===== config.mk =====
export PLATFORM = sky130hd
export DESIGN_NAME = gregorian_date_arithmetic_unit
export DESIGN_NICKNAME = d
export VERILOG_FILES = /design/src/rtl/gda_pkg.sv /design/src/rtl/gda_ctrl.sv /design/src/rtl/gda_dpath.sv /design/src/rtl/gregorian_date_arithmetic_unit.sv
export VERILOG_INCLUDE_DIRS = /design/src /design/src/rtl
export SDC_FILE = /design/constraint.sdc
export NUM_CORES = 1
export LEC_CHECK = 0
export BUFFER_PORTS_ARGS = -buffer_cell sky130_fd_sc_hd__buf_4
export CORE_MARGIN = 10
export CORE_UTILIZATION = 60
export DETAILED_ROUTE_END_ITERATION = 10
export PLACE_DENSITY = 0.78
export SYNTH_ARGS = -nofsm -noshare
export SYNTH_HDL_FRONTEND = slang
export SYNTH_HIERARCHICAL = 1
export SYNTH_SLANG_ARGS = --single-unit

===== constraint.sdc =====
create_clock -name clk -period 10.9 [get_ports clk]
set_input_delay 1.635 -clock clk [delete_from_list [all_inputs] [get_ports clk]]
set_output_delay 1.635 -clock clk [all_outputs]
set_load 0.03 [all_outputs]

===== src/rtl/gregorian_date_arithmetic_unit_defines.svh =====
// -----------------------------------------------------------------------------
// Gregorian date arithmetic unit: assertion macros
// Shared property wrappers; clocked on clk, quiet while arst_n is low.
// -----------------------------------------------------------------------------
`ifndef GREGORIAN_DATE_ARITHMETIC_UNIT_DEFINES_SVH
`define GREGORIAN_DATE_ARITHMETIC_UNIT_DEFINES_SVH

// same-cycle implication
`define GDA_ASSERT_IMP(lbl, ante, cons, msg) \
	lbl: assert property (@(posedge clk) disable iff (!arst_n) (ante) |-> (cons)) \
		else $error(msg);

// next-cycle implication
`define GDA_ASSERT_NXT(lbl, ante, cons, msg) \
	lbl: assert property (@(posedge clk) disable iff (!arst_n) (ante) |=> (cons)) \
		else $error(msg);

`endif


===== src/rtl/gda_pkg.sv =====
// -----------------------------------------------------------------------------
// gda_pkg
// Types, constants and calendar tables of the Gregorian date arithmetic unit.
// -----------------------------------------------------------------------------
package gda_pkg;

	localparam int unsigned MAX_YEAR = 9999;
	localparam int unsigned YEAR_W   = 14;
	localparam int unsigned MON_W    = 4;
	localparam int unsigned DAY_W    = 5;
	localparam int unsigned OFF_W    = 21;
	localparam int unsigned DIFF_W   = 23;
	localparam int unsigned SER_W    = 23;
	localparam int unsigned SUM_W    = SER_W + 2;
	localparam int unsigned BIT_W    = $clog2(YEAR_W);
	localparam int unsigned REM_W    = 9;
	localparam int unsigned CUM_W    = 9;
	localparam int unsigned MONTHS   = 12;

	// floor(p / 100) = (p * 5243) >> 19, exact for p below 43699
	localparam int unsigned RECIP_100 = 5243;
	localparam int unsigned RECIP_W   = 13;
	localparam int unsigned RECIP_SH  = 19;
	localparam int unsigned Q_W       = 8;

	// last day number of MAX_YEAR (day 0 is 0001-01-01)
	localparam int unsigned SER_TOP = MAX_YEAR * 365 + MAX_YEAR / 4
		- MAX_YEAR / 100 + MAX_YEAR / 400 - 1;

	typedef enum logic [1:0] {
		MODE_SET  = 2'd0,
		MODE_ADD  = 2'd1,
		MODE_CMP  = 2'd2,
		MODE_DIFF = 2'd3
	} mode_t;

	typedef enum logic [1:0] {
		ST_OK      = 2'd0,
		ST_INVALID = 2'd1,
		ST_RANGE   = 2'd2
	} status_t;

	typedef enum logic [1:0] {
		REL_LESS    = 2'd0,
		REL_EQUAL   = 2'd1,
		REL_GREATER = 2'd2
	} rel_t;

	typedef enum logic [3:0] {
		OP_NONE   = 4'd0,
		OP_LOAD   = 4'd1,
		OP_SER_A  = 4'd2,
		OP_SER_B  = 4'd3,
		OP_SET    = 4'd4,
		OP_SAVE   = 4'd5,
		OP_SUM    = 4'd6,
		OP_DIFF   = 4'd7,
		OP_SRCH   = 4'd8,
		OP_JAN    = 4'd9,
		OP_WALK   = 4'd10,
		OP_RESULT = 4'd11
	} dp_op_t;

	typedef enum logic [1:0] {
		SRC_GIVEN = 2'd0,
		SRC_CUR   = 2'd1,
		SRC_CAND  = 2'd2,
		SRC_YEAR  = 2'd3
	} src_t;

	typedef struct packed {
		dp_op_t op;
		src_t   src;
	} dp_cmd_t;

	typedef struct packed {
		mode_t mode;
		logic  sum_ok;
		logic  bit_zero;
		logic  walk_done;
		logic  out_free;
	} dp_stat_t;

	function automatic logic [DAY_W-1:0] month_len(input logic [MON_W-1:0] m,
		input logic leap);
		logic [DAY_W-1:0] len;
		case (m)
			4'd1, 4'd3, 4'd5, 4'd7, 4'd8, 4'd10, 4'd12: len = 5'd31;
			4'd4, 4'd6, 4'd9, 4'd11:                    len = 5'd30;
			4'd2:                                       len = leap ? 5'd29 : 5'd28;
			default:                                    len = 5'd0;
		endcase
		return len;
	endfunction

	// days of the year before the first of month m
	function automatic logic [CUM_W-1:0] days_before(input logic [MON_W-1:0] m,
		input logic leap);
		logic [CUM_W-1:0] cum;
		case (m)
			4'd1:    cum = 9'd0;
			4'd2:    cum = 9'd31;
			4'd3:    cum = 9'd59;
			4'd4:    cum = 9'd90;
			4'd5:    cum = 9'd120;
			4'd6:    cum = 9'd151;
			4'd7:    cum = 9'd181;
			4'd8:    cum = 9'd212;
			4'd9:    cum = 9'd243;
			4'd10:   cum = 9'd273;
			4'd11:   cum = 9'd304;
			4'd12:   cum = 9'd334;
			default: cum = 9'd0;
		endcase
		if (leap && (m > 4'd2)) begin
			cum = cum + 9'd1;
		end
		return cum;
	endfunction

endpackage


===== src/rtl/gda_ctrl.sv =====
// -----------------------------------------------------------------------------
// gda_ctrl
// Sequencer: steps the datapath through set, add, compare and difference.
// -----------------------------------------------------------------------------
module gda_ctrl import gda_pkg::*; (
	input  logic       clk,
	input  logic       arst_n,
	input  logic       item_valid,
	input  logic [1:0] item_mode,
	output logic       item_ready,
	input  dp_stat_t   stat,
	output dp_cmd_t    cmd
);

	typedef enum logic [16:0] {
		S_IDLE   = 17'h00001,
		S_G_A    = 17'h00002,
		S_G_B    = 17'h00004,
		S_SET    = 17'h00008,
		S_SAVE   = 17'h00010,
		S_C_A    = 17'h00020,
		S_C_B    = 17'h00040,
		S_SUM    = 17'h00080,
		S_DIFF   = 17'h00100,
		S_K_A    = 17'h00200,
		S_K_B    = 17'h00400,
		S_K_STEP = 17'h00800,
		S_Y_A    = 17'h01000,
		S_Y_B    = 17'h02000,
		S_JAN    = 17'h04000,
		S_WALK   = 17'h08000,
		S_DONE   = 17'h10000
	} state_t;

	state_t state_q, state_d;

	assign item_ready = (state_q == S_IDLE);

	always_comb begin
		state_d = state_q;
		cmd.op  = OP_NONE;
		cmd.src = SRC_GIVEN;
		case (state_q)
			S_IDLE: begin
				if (item_valid) begin
					cmd.op = OP_LOAD;
					case (mode_t'(item_mode))
						MODE_SET:  state_d = S_G_A;
						MODE_ADD:  state_d = S_C_A;
						MODE_CMP:  state_d = S_DONE;
						MODE_DIFF: state_d = S_G_A;
						default:   state_d = S_DONE;
					endcase
				end
			end
			S_G_A: begin
				cmd.op  = OP_SER_A;
				cmd.src = SRC_GIVEN;
				state_d = S_G_B;
			end
			S_G_B: begin
				cmd.op  = OP_SER_B;
				state_d = (stat.mode == MODE_SET) ? S_SET : S_SAVE;
			end
			S_SET: begin
				cmd.op  = OP_SET;
				state_d = S_DONE;
			end
			S_SAVE: begin
				cmd.op  = OP_SAVE;
				state_d = S_C_A;
			end
			S_C_A: begin
				cmd.op  = OP_SER_A;
				cmd.src = SRC_CUR;
				state_d = S_C_B;
			end
			S_C_B: begin
				cmd.op  = OP_SER_B;
				state_d = (stat.mode == MODE_ADD) ? S_SUM : S_DIFF;
			end
			S_SUM: begin
				cmd.op  = OP_SUM;
				state_d = stat.sum_ok ? S_K_A : S_DONE;
			end
			S_DIFF: begin
				cmd.op  = OP_DIFF;
				state_d = S_DONE;
			end
			S_K_A: begin
				cmd.op  = OP_SER_A;
				cmd.src = SRC_CAND;
				state_d = S_K_B;
			end
			S_K_B: begin
				cmd.op  = OP_SER_B;
				state_d = S_K_STEP;
			end
			S_K_STEP: begin
				cmd.op  = OP_SRCH;
				state_d = stat.bit_zero ? S_Y_A : S_K_A;
			end
			S_Y_A: begin
				cmd.op  = OP_SER_A;
				cmd.src = SRC_YEAR;
				state_d = S_Y_B;
			end
			S_Y_B: begin
				cmd.op  = OP_SER_B;
				state_d = S_JAN;
			end
			S_JAN: begin
				cmd.op  = OP_JAN;
				state_d = S_WALK;
			end
			S_WALK: begin
				cmd.op = OP_WALK;
				if (stat.walk_done) begin
					state_d = S_DONE;
				end
			end
			S_DONE: begin
				cmd.op = OP_RESULT;
				if (stat.out_free) begin
					state_d = S_IDLE;
				end
			end
			default: state_d = S_IDLE;
		endcase
	end

	always_ff @(posedge clk or negedge arst_n) begin
		if (!arst_n) begin
			state_q <= S_IDLE;
		end else begin
			state_q <= state_d;
		end
	end

endmodule


===== src/rtl/gda_dpath.sv =====
// -----------------------------------------------------------------------------
// gda_dpath
// Date registers, shared day-number unit, year search and month walk.
// -----------------------------------------------------------------------------
`include "gregorian_date_arithmetic_unit_defines.svh"

module gda_dpath import gda_pkg::*; (
	input  logic                     clk,
	input  logic                     arst_n,
	input  dp_cmd_t                  cmd,
	output dp_stat_t                 stat,
	input  logic [1:0]               in_mode,
	input  logic [YEAR_W-1:0]        in_year,
	input  logic [MON_W-1:0]         in_month,
	input  logic [DAY_W-1:0]         in_mday,
	input  logic signed [OFF_W-1:0]  in_offset,
	input  logic                     out_ready,
	output logic                     out_valid,
	output logic [1:0]               out_status,
	output logic [YEAR_W-1:0]        out_year,
	output logic [MON_W-1:0]         out_month,
	output logic [DAY_W-1:0]         out_mday,
	output logic [1:0]               out_rel,
	output logic signed [DIFF_W-1:0] out_diff
);

	// stored date
	logic [YEAR_W-1:0] cur_year_q;
	logic [MON_W-1:0]  cur_month_q;
	logic [DAY_W-1:0]  cur_mday_q;

	// item in flight
	mode_t                   mode_q;
	logic [YEAR_W-1:0]       gy_q;
	logic [MON_W-1:0]        gm_q;
	logic [DAY_W-1:0]        gd_q;
	logic signed [OFF_W-1:0] off_q;
	status_t                 status_q;
	rel_t                    rel_q;
	logic [DIFF_W-1:0]       diff_q;

	// day-number unit
	logic [YEAR_W-1:0]         y_s1, p_s1;
	logic [MON_W-1:0]          m_s1;
	logic [DAY_W-1:0]          d_s1;
	logic [Q_W-1:0]            q_s1;
	logic [SER_W-1:0]          ser_q, sg_q;
	logic                      leap_q;

	// year search and month walk
	logic [SER_W-1:0]  s_q;
	logic [YEAR_W-1:0] cy_q;
	logic [BIT_W-1:0]  bi_q;
	logic [REM_W-1:0]  r_q;
	logic [MON_W-1:0]  mm_q;

	// output register
	logic                     out_valid_q;
	status_t                  out_status_q;
	logic [YEAR_W-1:0]        out_year_q;
	logic [MON_W-1:0]         out_month_q;
	logic [DAY_W-1:0]         out_mday_q;
	rel_t                     out_rel_q;
	logic [DIFF_W-1:0]        out_diff_q;

	logic [YEAR_W-1:0]         a_y, a_p, cand;
	logic [MON_W-1:0]          a_m;
	logic [DAY_W-1:0]          a_d;
	logic [YEAR_W+RECIP_W-1:0] a_prod;
	logic [Q_W:0]              b_q1;
	logic [Q_W+7:0]            b_hund;
	logic                      b_leap;
	logic [SER_W:0]            b_ser;
	logic                      given_ok;
	logic signed [SUM_W-1:0]   sum;
	logic                      sum_ok;
	logic [DAY_W-1:0]          walk_len;
	logic                      walk_more;
	logic                      out_free;
	rel_t                      cmp_rel;

	assign cand = cy_q | (YEAR_W'(1) << bi_q);

	// select the date fed to the day-number unit
	always_comb begin
		case (cmd.src)
			SRC_GIVEN: begin
				a_y = gy_q;
				a_m = gm_q;
				a_d = gd_q;
			end
			SRC_CUR: begin
				a_y = cur_year_q;
				a_m = cur_month_q;
				a_d = cur_mday_q;
			end
			SRC_CAND: begin
				a_y = cand;
				a_m = MON_W'(1);
				a_d = DAY_W'(1);
			end
			default: begin
				a_y = cy_q;
				a_m = MON_W'(1);
				a_d = DAY_W'(1);
			end
		endcase
		a_p    = a_y - YEAR_W'(1);
		a_prod = (YEAR_W+RECIP_W)'(a_p) * (YEAR_W+RECIP_W)'(RECIP_100);
	end

	// second half: leap rule and day number
	always_comb begin
		b_q1   = {1'b0, q_s1} + (Q_W+1)'(1);
		b_hund = (Q_W+8)'(b_q1) * (Q_W+8)'(100);
		b_leap = (y_s1[1:0] == 2'b00) &&
			((b_hund != (Q_W+8)'(y_s1)) || (b_q1[1:0] == 2'b00));
		b_ser  = (SER_W+1)'(p_s1) * (SER_W+1)'(365)
			+ (SER_W+1)'(p_s1 >> 2)
			- (SER_W+1)'(q_s1)
			+ (SER_W+1)'(q_s1 >> 2)
			+ (SER_W+1)'(days_before(m_s1, b_leap))
			+ (SER_W+1)'(d_s1)
			- (SER_W+1)'(1);
	end

	assign given_ok = (gy_q != '0) && (gm_q >= MON_W'(1)) && (gm_q <= MON_W'(MONTHS))
		&& (gd_q != '0) && (gd_q <= month_len(gm_q, leap_q));

	assign sum    = SUM_W'(signed'({2'b00, ser_q})) + SUM_W'(off_q);
	assign sum_ok = !sum[SUM_W-1] && (sum <= SUM_W'(SER_TOP));

	assign walk_len  = month_len(mm_q, leap_q);
	assign walk_more = (mm_q < MON_W'(MONTHS)) && (r_q >= REM_W'(walk_len));

	assign out_free = !out_valid_q || out_ready;

	always_comb begin
		if (cur_year_q != in_year) begin
			cmp_rel = (cur_year_q > in_year) ? REL_GREATER : REL_LESS;
		end else if (cur_month_q != in_month) begin
			cmp_rel = (cur_month_q > in_month) ? REL_GREATER : REL_LESS;
		end else if (cur_mday_q != in_mday) begin
			cmp_rel = (cur_mday_q > in_mday) ? REL_GREATER : REL_LESS;
		end else begin
			cmp_rel = REL_EQUAL;
		end
	end

	assign stat.mode      = mode_q;
	assign stat.sum_ok    = sum_ok;
	assign stat.bit_zero  = (bi_q == '0);
	assign stat.walk_done = !walk_more;
	assign stat.out_free  = out_free;

	// stored date and output valid
	always_ff @(posedge clk or negedge arst_n) begin
		if (!arst_n) begin
			cur_year_q  <= YEAR_W'(1990);
			cur_month_q <= MON_W'(1);
			cur_mday_q  <= DAY_W'(1);
			out_valid_q <= 1'b0;
		end else begin
			if ((cmd.op == OP_SET) && given_ok && (gy_q <= YEAR_W'(MAX_YEAR))) begin
				cur_year_q  <= gy_q;
				cur_month_q <= gm_q;
				cur_mday_q  <= gd_q;
			end else if ((cmd.op == OP_WALK) && !walk_more) begin
				cur_year_q  <= cy_q;
				cur_month_q <= mm_q;
				cur_mday_q  <= DAY_W'(r_q) + DAY_W'(1);
			end
			if ((cmd.op == OP_RESULT) && out_free) begin
				out_valid_q <= 1'b1;
			end else if (out_ready) begin
				out_valid_q <= 1'b0;
			end
		end
	end

	// working registers
	always_ff @(posedge clk) begin
		case (cmd.op)
			OP_LOAD: begin
				mode_q   <= mode_t'(in_mode);
				gy_q     <= in_year;
				gm_q     <= in_month;
				gd_q     <= in_mday;
				off_q    <= in_offset;
				status_q <= ST_OK;
				diff_q   <= '0;
				rel_q    <= ((mode_t'(in_mode) == MODE_CMP) ||
					(mode_t'(in_mode) == MODE_DIFF)) ? cmp_rel : REL_LESS;
			end
			OP_SER_A: begin
				y_s1 <= a_y;
				p_s1 <= a_p;
				m_s1 <= a_m;
				d_s1 <= a_d;
				q_s1 <= a_prod[RECIP_SH +: Q_W];
			end
			OP_SER_B: begin
				ser_q  <= b_ser[SER_W-1:0];
				leap_q <= b_leap;
			end
			OP_SET, OP_SAVE: begin
				if (!given_ok) begin
					status_q <= ST_INVALID;
				end else if (gy_q > YEAR_W'(MAX_YEAR)) begin
					status_q <= ST_RANGE;
				end
				sg_q <= ser_q;
			end
			OP_SUM: begin
				if (sum_ok) begin
					s_q  <= sum[SER_W-1:0];
					cy_q <= '0;
					bi_q <= BIT_W'(YEAR_W - 1);
				end else begin
					status_q <= ST_RANGE;
				end
			end
			OP_SRCH: begin
				// keep the bit if its January 1 is not past the target
				if (ser_q <= s_q) begin
					cy_q <= cand;
				end
				bi_q <= bi_q - BIT_W'(1);
			end
			OP_JAN: begin
				r_q  <= REM_W'(s_q - ser_q);
				mm_q <= MON_W'(1);
			end
			OP_WALK: begin
				if (walk_more) begin
					r_q  <= r_q - REM_W'(walk_len);
					mm_q <= mm_q + MON_W'(1);
				end
			end
			OP_DIFF: begin
				if (status_q == ST_OK) begin
					diff_q <= ser_q - sg_q;
				end
			end
			OP_RESULT: begin
				if (out_free) begin
					out_status_q <= status_q;
					out_year_q   <= cur_year_q;
					out_month_q  <= cur_month_q;
					out_mday_q   <= cur_mday_q;
					out_rel_q    <= rel_q;
					out_diff_q   <= diff_q;
				end
			end
			default: begin
			end
		endcase
	end

	assign out_valid  = out_valid_q;
	assign out_status = out_status_q;
	assign out_year   = out_year_q;
	assign out_month  = out_month_q;
	assign out_mday   = out_mday_q;
	assign out_rel    = out_rel_q;
	assign out_diff   = signed'(out_diff_q);

	`GDA_ASSERT_IMP(a_cur_month, 1'b1, (cur_month_q >= MON_W'(1)) && (cur_month_q <= MON_W'(MONTHS)), "stored month out of range")
	`GDA_ASSERT_NXT(a_walk_commit, (cmd.op == OP_WALK) && !walk_more, (cur_year_q == $past(cy_q)) && (cur_month_q == $past(mm_q)), "month walk did not commit the found date")
	`GDA_ASSERT_NXT(a_range_kept, (cmd.op == OP_SUM) && !sum_ok, $stable(cur_year_q) && $stable(cur_month_q) && (status_q == ST_RANGE), "out-of-range add changed the date")

endmodule


===== src/rtl/gregorian_date_arithmetic_unit.sv =====
// -----------------------------------------------------------------------------
// gregorian_date_arithmetic_unit
// One Gregorian date register with set, add days, compare and difference.
// -----------------------------------------------------------------------------
//  channel   direction  tuser       tdata (lowest bit first)
//  s_axis    in         mode[1:0]   year_in 14, month_in 4, mday_in 5, offset_days 21
//  m_axis    out        -           status 2, year_out 14, month_out 4, mday_out 5,
//                                   relation 2, day_difference 23
//
//  One item at a time. Compare goes straight to the result beat; set and
//  difference pass through the day-number unit; add days finds the year by a
//  14-bit search, one candidate per bit through the shared two-stage
//  day-number unit, then the month walk finds the month and day.
//  Reset loads 1990-01-01 and empties the output register.
//  A stalled result beat holds in the output register; the next item is taken
//  meanwhile and waits at the end of its work until that register frees.
// -----------------------------------------------------------------------------
module gregorian_date_arithmetic_unit import gda_pkg::*; (
	input  logic        clk,
	input  logic        arst_n,
	input  logic        s_axis_tvalid,
	output logic        s_axis_tready,
	input  logic [47:0] s_axis_tdata,  // year_in, month_in, mday_in, offset_days, zero fill
	input  logic [1:0]  s_axis_tuser,  // mode
	output logic        m_axis_tvalid,
	input  logic        m_axis_tready,
	output logic [55:0] m_axis_tdata   // status, year_out, month_out, mday_out, relation,
	                                   // day_difference, zero fill
);

	dp_cmd_t  cmd;
	dp_stat_t stat;
	logic     item_ready;

	logic [1:0]               o_status;
	logic [YEAR_W-1:0]        o_year;
	logic [MON_W-1:0]         o_month;
	logic [DAY_W-1:0]         o_mday;
	logic [1:0]               o_rel;
	logic signed [DIFF_W-1:0] o_diff;

	assign s_axis_tready = item_ready;

	// sequencer: one state per datapath step
	gda_ctrl u_ctrl (
		.clk        (clk),
		.arst_n     (arst_n),
		.item_valid (s_axis_tvalid),
		.item_mode  (s_axis_tuser),
		.item_ready (item_ready),
		.stat       (stat),
		.cmd        (cmd)
	);

	// unpack the input beat straight into the datapath; it captures on load
	gda_dpath u_dpath (
		.clk        (clk),
		.arst_n     (arst_n),
		.cmd        (cmd),
		.stat       (stat),
		.in_mode    (s_axis_tuser),
		.in_year    (s_axis_tdata[13:0]),
		.in_month   (s_axis_tdata[17:14]),
		.in_mday    (s_axis_tdata[22:18]),
		.in_offset  (signed'(s_axis_tdata[43:23])),
		.out_ready  (m_axis_tready),
		.out_valid  (m_axis_tvalid),
		.out_status (o_status),
		.out_year   (o_year),
		.out_month  (o_month),
		.out_mday   (o_mday),
		.out_rel    (o_rel),
		.out_diff   (o_diff)
	);

	// pack the result beat, zero fill to whole bytes
	assign m_axis_tdata = {6'd0, o_diff, o_rel, o_mday, o_month, o_year, o_status};

endmodule


==> results.tsv <==
stage	metric	value	unit
run_status	outcome	completed	
clocking	cts_sinks	319	
timing	finalCritPeriodShare	89.8	%
global_route	grt_pass1_vias	17800	
critical_path	cp.required	11.19	ns
drt	first_iter_violations	1333	
worst_hold_path	hold_path_startpoint	u_dpath/diff_q[16]	
timing	rsz0062_at_grt	false	
critical_path	cp_common_cell	inv_1	
critical_path	slowest_delay	1.04	ns
global_route	grt_max_degree	51	
drt	vias	17100	
critical_path	cp-start-kind	register	
synth	synth_top_flop_cell	edfxtp_1	
synth	synth_commonest_cells	inv_1 (382), ha_1 (371), edfxtp_1 (269)	
synth	synth_enable_flop_cells	269	
cells_and_area	antenna_cells	0	
clocking	postCtsHoldBufs	0	
synth	syn_avg_cell_area	11.1	µm²
timing	max_slew_margin	9.31	%
global_route	antenna_found_initial	0	
critical_path	crit_path_end_kind	register	
timing	setup_tns	0	ns
critical_path	crit_type	reg -> reg	
critical_path	r2r-start	u_ctrl/state_q[4]	
floorplan	die-height	225	µm
synth	netlist_instances	2282	
drt	routedWlPerCell	18.6	µm
synth	synth.distinct_cells	86	
clocking	post_cts_buffers	0	
global_route	grt_pass1_wl	90600	µm
cells_and_area	fin_cells	2969	
timing	clock_skew	0.0194	ns
floorplan	die-area	50800	µm²
floorplan	fp-row-count	75	
synth	synth_warnings	6	
drt	drc_errors	0	
clocking	cts_buffers	37	
timing	setup_violations	0	
timing	clock.fmax	102	MHz
placement	place_inst	2901	
synth	synth_largest_area_cell	edfxtp_1	
floorplan	die_x	225	µm
synth	synth_most_common_cell	inv_1	
clocking	ctsResizeCount	0	
synth	synth_top_area_share	31.9	%
cells_and_area	fin_nets	2986	
worst_hold_path	worst_hold_path_type	reg -> reg	
timing	slew_viol_final	0	
drt	ant_nets	0	
critical_path	worstPathMaxFanout	14	
global_route	overflow	0	
placement	place_ws	1.16	ns
placement	gp_congestion	0.922	
floorplan	core	41900	µm²
placement	dp_hpwl	43500	µm
clocking	cts_tree	built	
critical_path	cp.arrival	10.08	ns
cells_and_area	fillers	3042	
timing	hold_viol	0	
synth	synthTopCellsByArea	edfxtp_1 (32%), ha_1 (18%), fa_1 (13%), inv_1 (5.7%), dfrtp_1 (3.1%)	
floorplan	start_util	60.5	%
clocking	cts_buffer_depth	3	
synth	syn_area	25300	µm²
floorplan	num_io_pins	112	
drt	via_per_inst	5.75	
synth	async_flop_share	12.9	%
clocking	cts_root_buffer	clkbuf_16	
clocking	clkLatencyLatePin	0.56	ns
timing	postLayoutSetupSlackWorst	1.11	ns
cells_and_area	areaGrowthSynthToFinish	10.2	%
clocking	clk_pin_slew_worst_paths	0.06	ns
drt	drt-total-wl	55100	µm
critical_path	crit_start	u_ctrl/state_q[4]	
timing	fin_crit	9.79	ns
placement	portBuffers	101	
critical_path	critPathSlowestCell	nor2b_1	
timing	worst_slew_pin_slew	1.36	ns
clocking	h-tree-depth	2	
synth	ys_seq_area_share	36.7	%
cells_and_area	final_layout_size_suffix_gt1_share	9.59	%
synth	ys_seq_elements	319	
drt	first_pass_iters	6	
flow_run	maxCapViolations	0	
global_route	grt_use_total	22.2	%
==> cells by family (layout without fill, tap and decap cells) <==
family | after synthesis | in the layout | share of synthesized area (%)
adders and majority gates | 531 | 531 | 31.0
and+or+nand+nor | 471 | 471 | 9.77
buffers and inverters | 427 | 570 | 6.54
AOI/OAI and AO/OA | 380 | 380 | 10.5
DFF | 319 | 319 | 36.7
xor gates and xnor gates | 130 | 130 | 4.50
muxes | 23 | 23 | 0.929
other | 1 | 6 | 0.0148
==> sequential cells by signal (all words and copies together) (netlist names), 5 cells and up, named ones only <==
name,flops
u_dpath/gd_q,5
u_dpath/gy_q,14
u_dpath/s_q,23
u_dpath/r_q,9
u_dpath/ser_q,23
u_dpath/q_s1,8
u_dpath/cy_q,14
u_dpath/off_q,21
u_dpath/p_s1,14
u_dpath/y_s1,14
u_dpath/cur_year_q,14
u_dpath/out_mday,5
u_dpath/sg_q,23
u_ctrl/state_q,17
u_dpath/d_s1,5
u_dpath/diff_q,23
u_dpath/out_diff,23
u_dpath/out_year,14
u_dpath/cur_mday_q,5
==> through the flow <==
stage,utilization (%),hold slack [ns],instance area (µm²)
2_1_floorplan,-,0.400,25300
3_3_place_gp,63.8,0.402,26700
3_5_place_dp,63.8,0.405,26700
4_1_cts,66.6,0.418,27900
5_1_grt,66.6,0.425,27900
6_report,66.6,0.416,27900
==> critical path: cells and delay by family (launching register included) <==
family                   cells  cell delay, ns
AO/OA/AOI/OAI                8            1.58
XOR/XNOR                     2            0.41
adder cells (fa/ha/maj)      7            2.61
buffers and inverters        6            0.76
flip-flops                   1            0.44
AND/OR/NAND/NOR             10            3.68
==> layer usage <==
metal  up-vias  GRT usage (%)  wire length [µm]
met4         0           8.21              1730
li1       8136              -                 -
met2       487           39.1             27700
met3       106           3.08              2950
met1      8351           27.1             22700
met5         -              0                 0
==> path summary, 6_finish.rpt <==
path / slack [ns] / depth (start not counted) / end
hold / removal: 0.42 / 0 / u_dpath/out_diff[16]
hold reg to reg: 0.42 / 0 / u_dpath/out_diff[16]
min in group asynchronous: 1.06 / 1 / u_dpath/cur_year_q[4]
setup / recovery: 1.11 / 33 / u_dpath/q_s1[7]
setup reg to reg: 1.11 / 33 / u_dpath/q_s1[7]
max in group asynchronous: 9.42 / 1 / u_ctrl/state_q[11]
==> area by class of cell <==
| class | count | area, µm² | share of cell area, % |
|---|---|---|---|
| Clock buffer | 44 | 952 | 3.42 |
| Clock inverter | 24 | 221 | 0.794 |
| Inverter | 382 | 1430 | 5.14 |
| Multi-Input combinational cell | 1541 | 14400 | 51.6 |
| Sequential cell | 319 | 9300 | 33.3 |
| Tap cell | 539 | 674 | 2.42 |
| Timing Repair Buffer | 120 | 901 | 3.23 |
==> layout by cell type (no fill, tap or decap), types with 9 or more instances in the layout <==
| cell | Yosys | routed |
|---|---|---|
| o211ai_1 | 10 | 10 |
| fa_1 | 160 | 160 |
| a211oi_1 | 10 | 10 |
| nor2_1 | 125 | 123 |
| a221oi_1 | 10 | 10 |
| mux2i_1 | 19 | 19 |
| clkbuf_16 | 0 | 37 |
| inv_1 | 382 | 382 |
| or3_1 | 12 | 12 |
| nand4_1 | 23 | 23 |
| nor4_1 | 9 | 9 |
| xnor2_1 | 88 | 88 |
| a22o_1 | 17 | 17 |
| xor2_1 | 42 | 42 |
| edfxtp_1 | 269 | 269 |
| o21a_1 | 20 | 20 |
| a21o_1 | 71 | 71 |
| nand2b_1 | 22 | 22 |
| nor3_1 | 43 | 40 |
| nand3_1 | 38 | 38 |
| and3_1 | 14 | 14 |
| a21oi_1 | 107 | 107 |
| dfxtp_1 | 9 | 9 |
| o21ai_0 | 47 | 47 |
| buf_4 | 9 | 120 |
| dfstp_2 | 10 | 10 |
| nand2_1 | 89 | 89 |
| or2_2 | 13 | 13 |
| a221o_1 | 11 | 11 |
| and2_1 | 10 | 10 |
| ha_1 | 371 | 371 |
| nor2b_1 | 31 | 31 |
| dfrtp_1 | 31 | 31 |
Power is left out: the tool's default activity adds up to more than one toggle a clock period on the data nets, which glitch-free logic cannot reach.
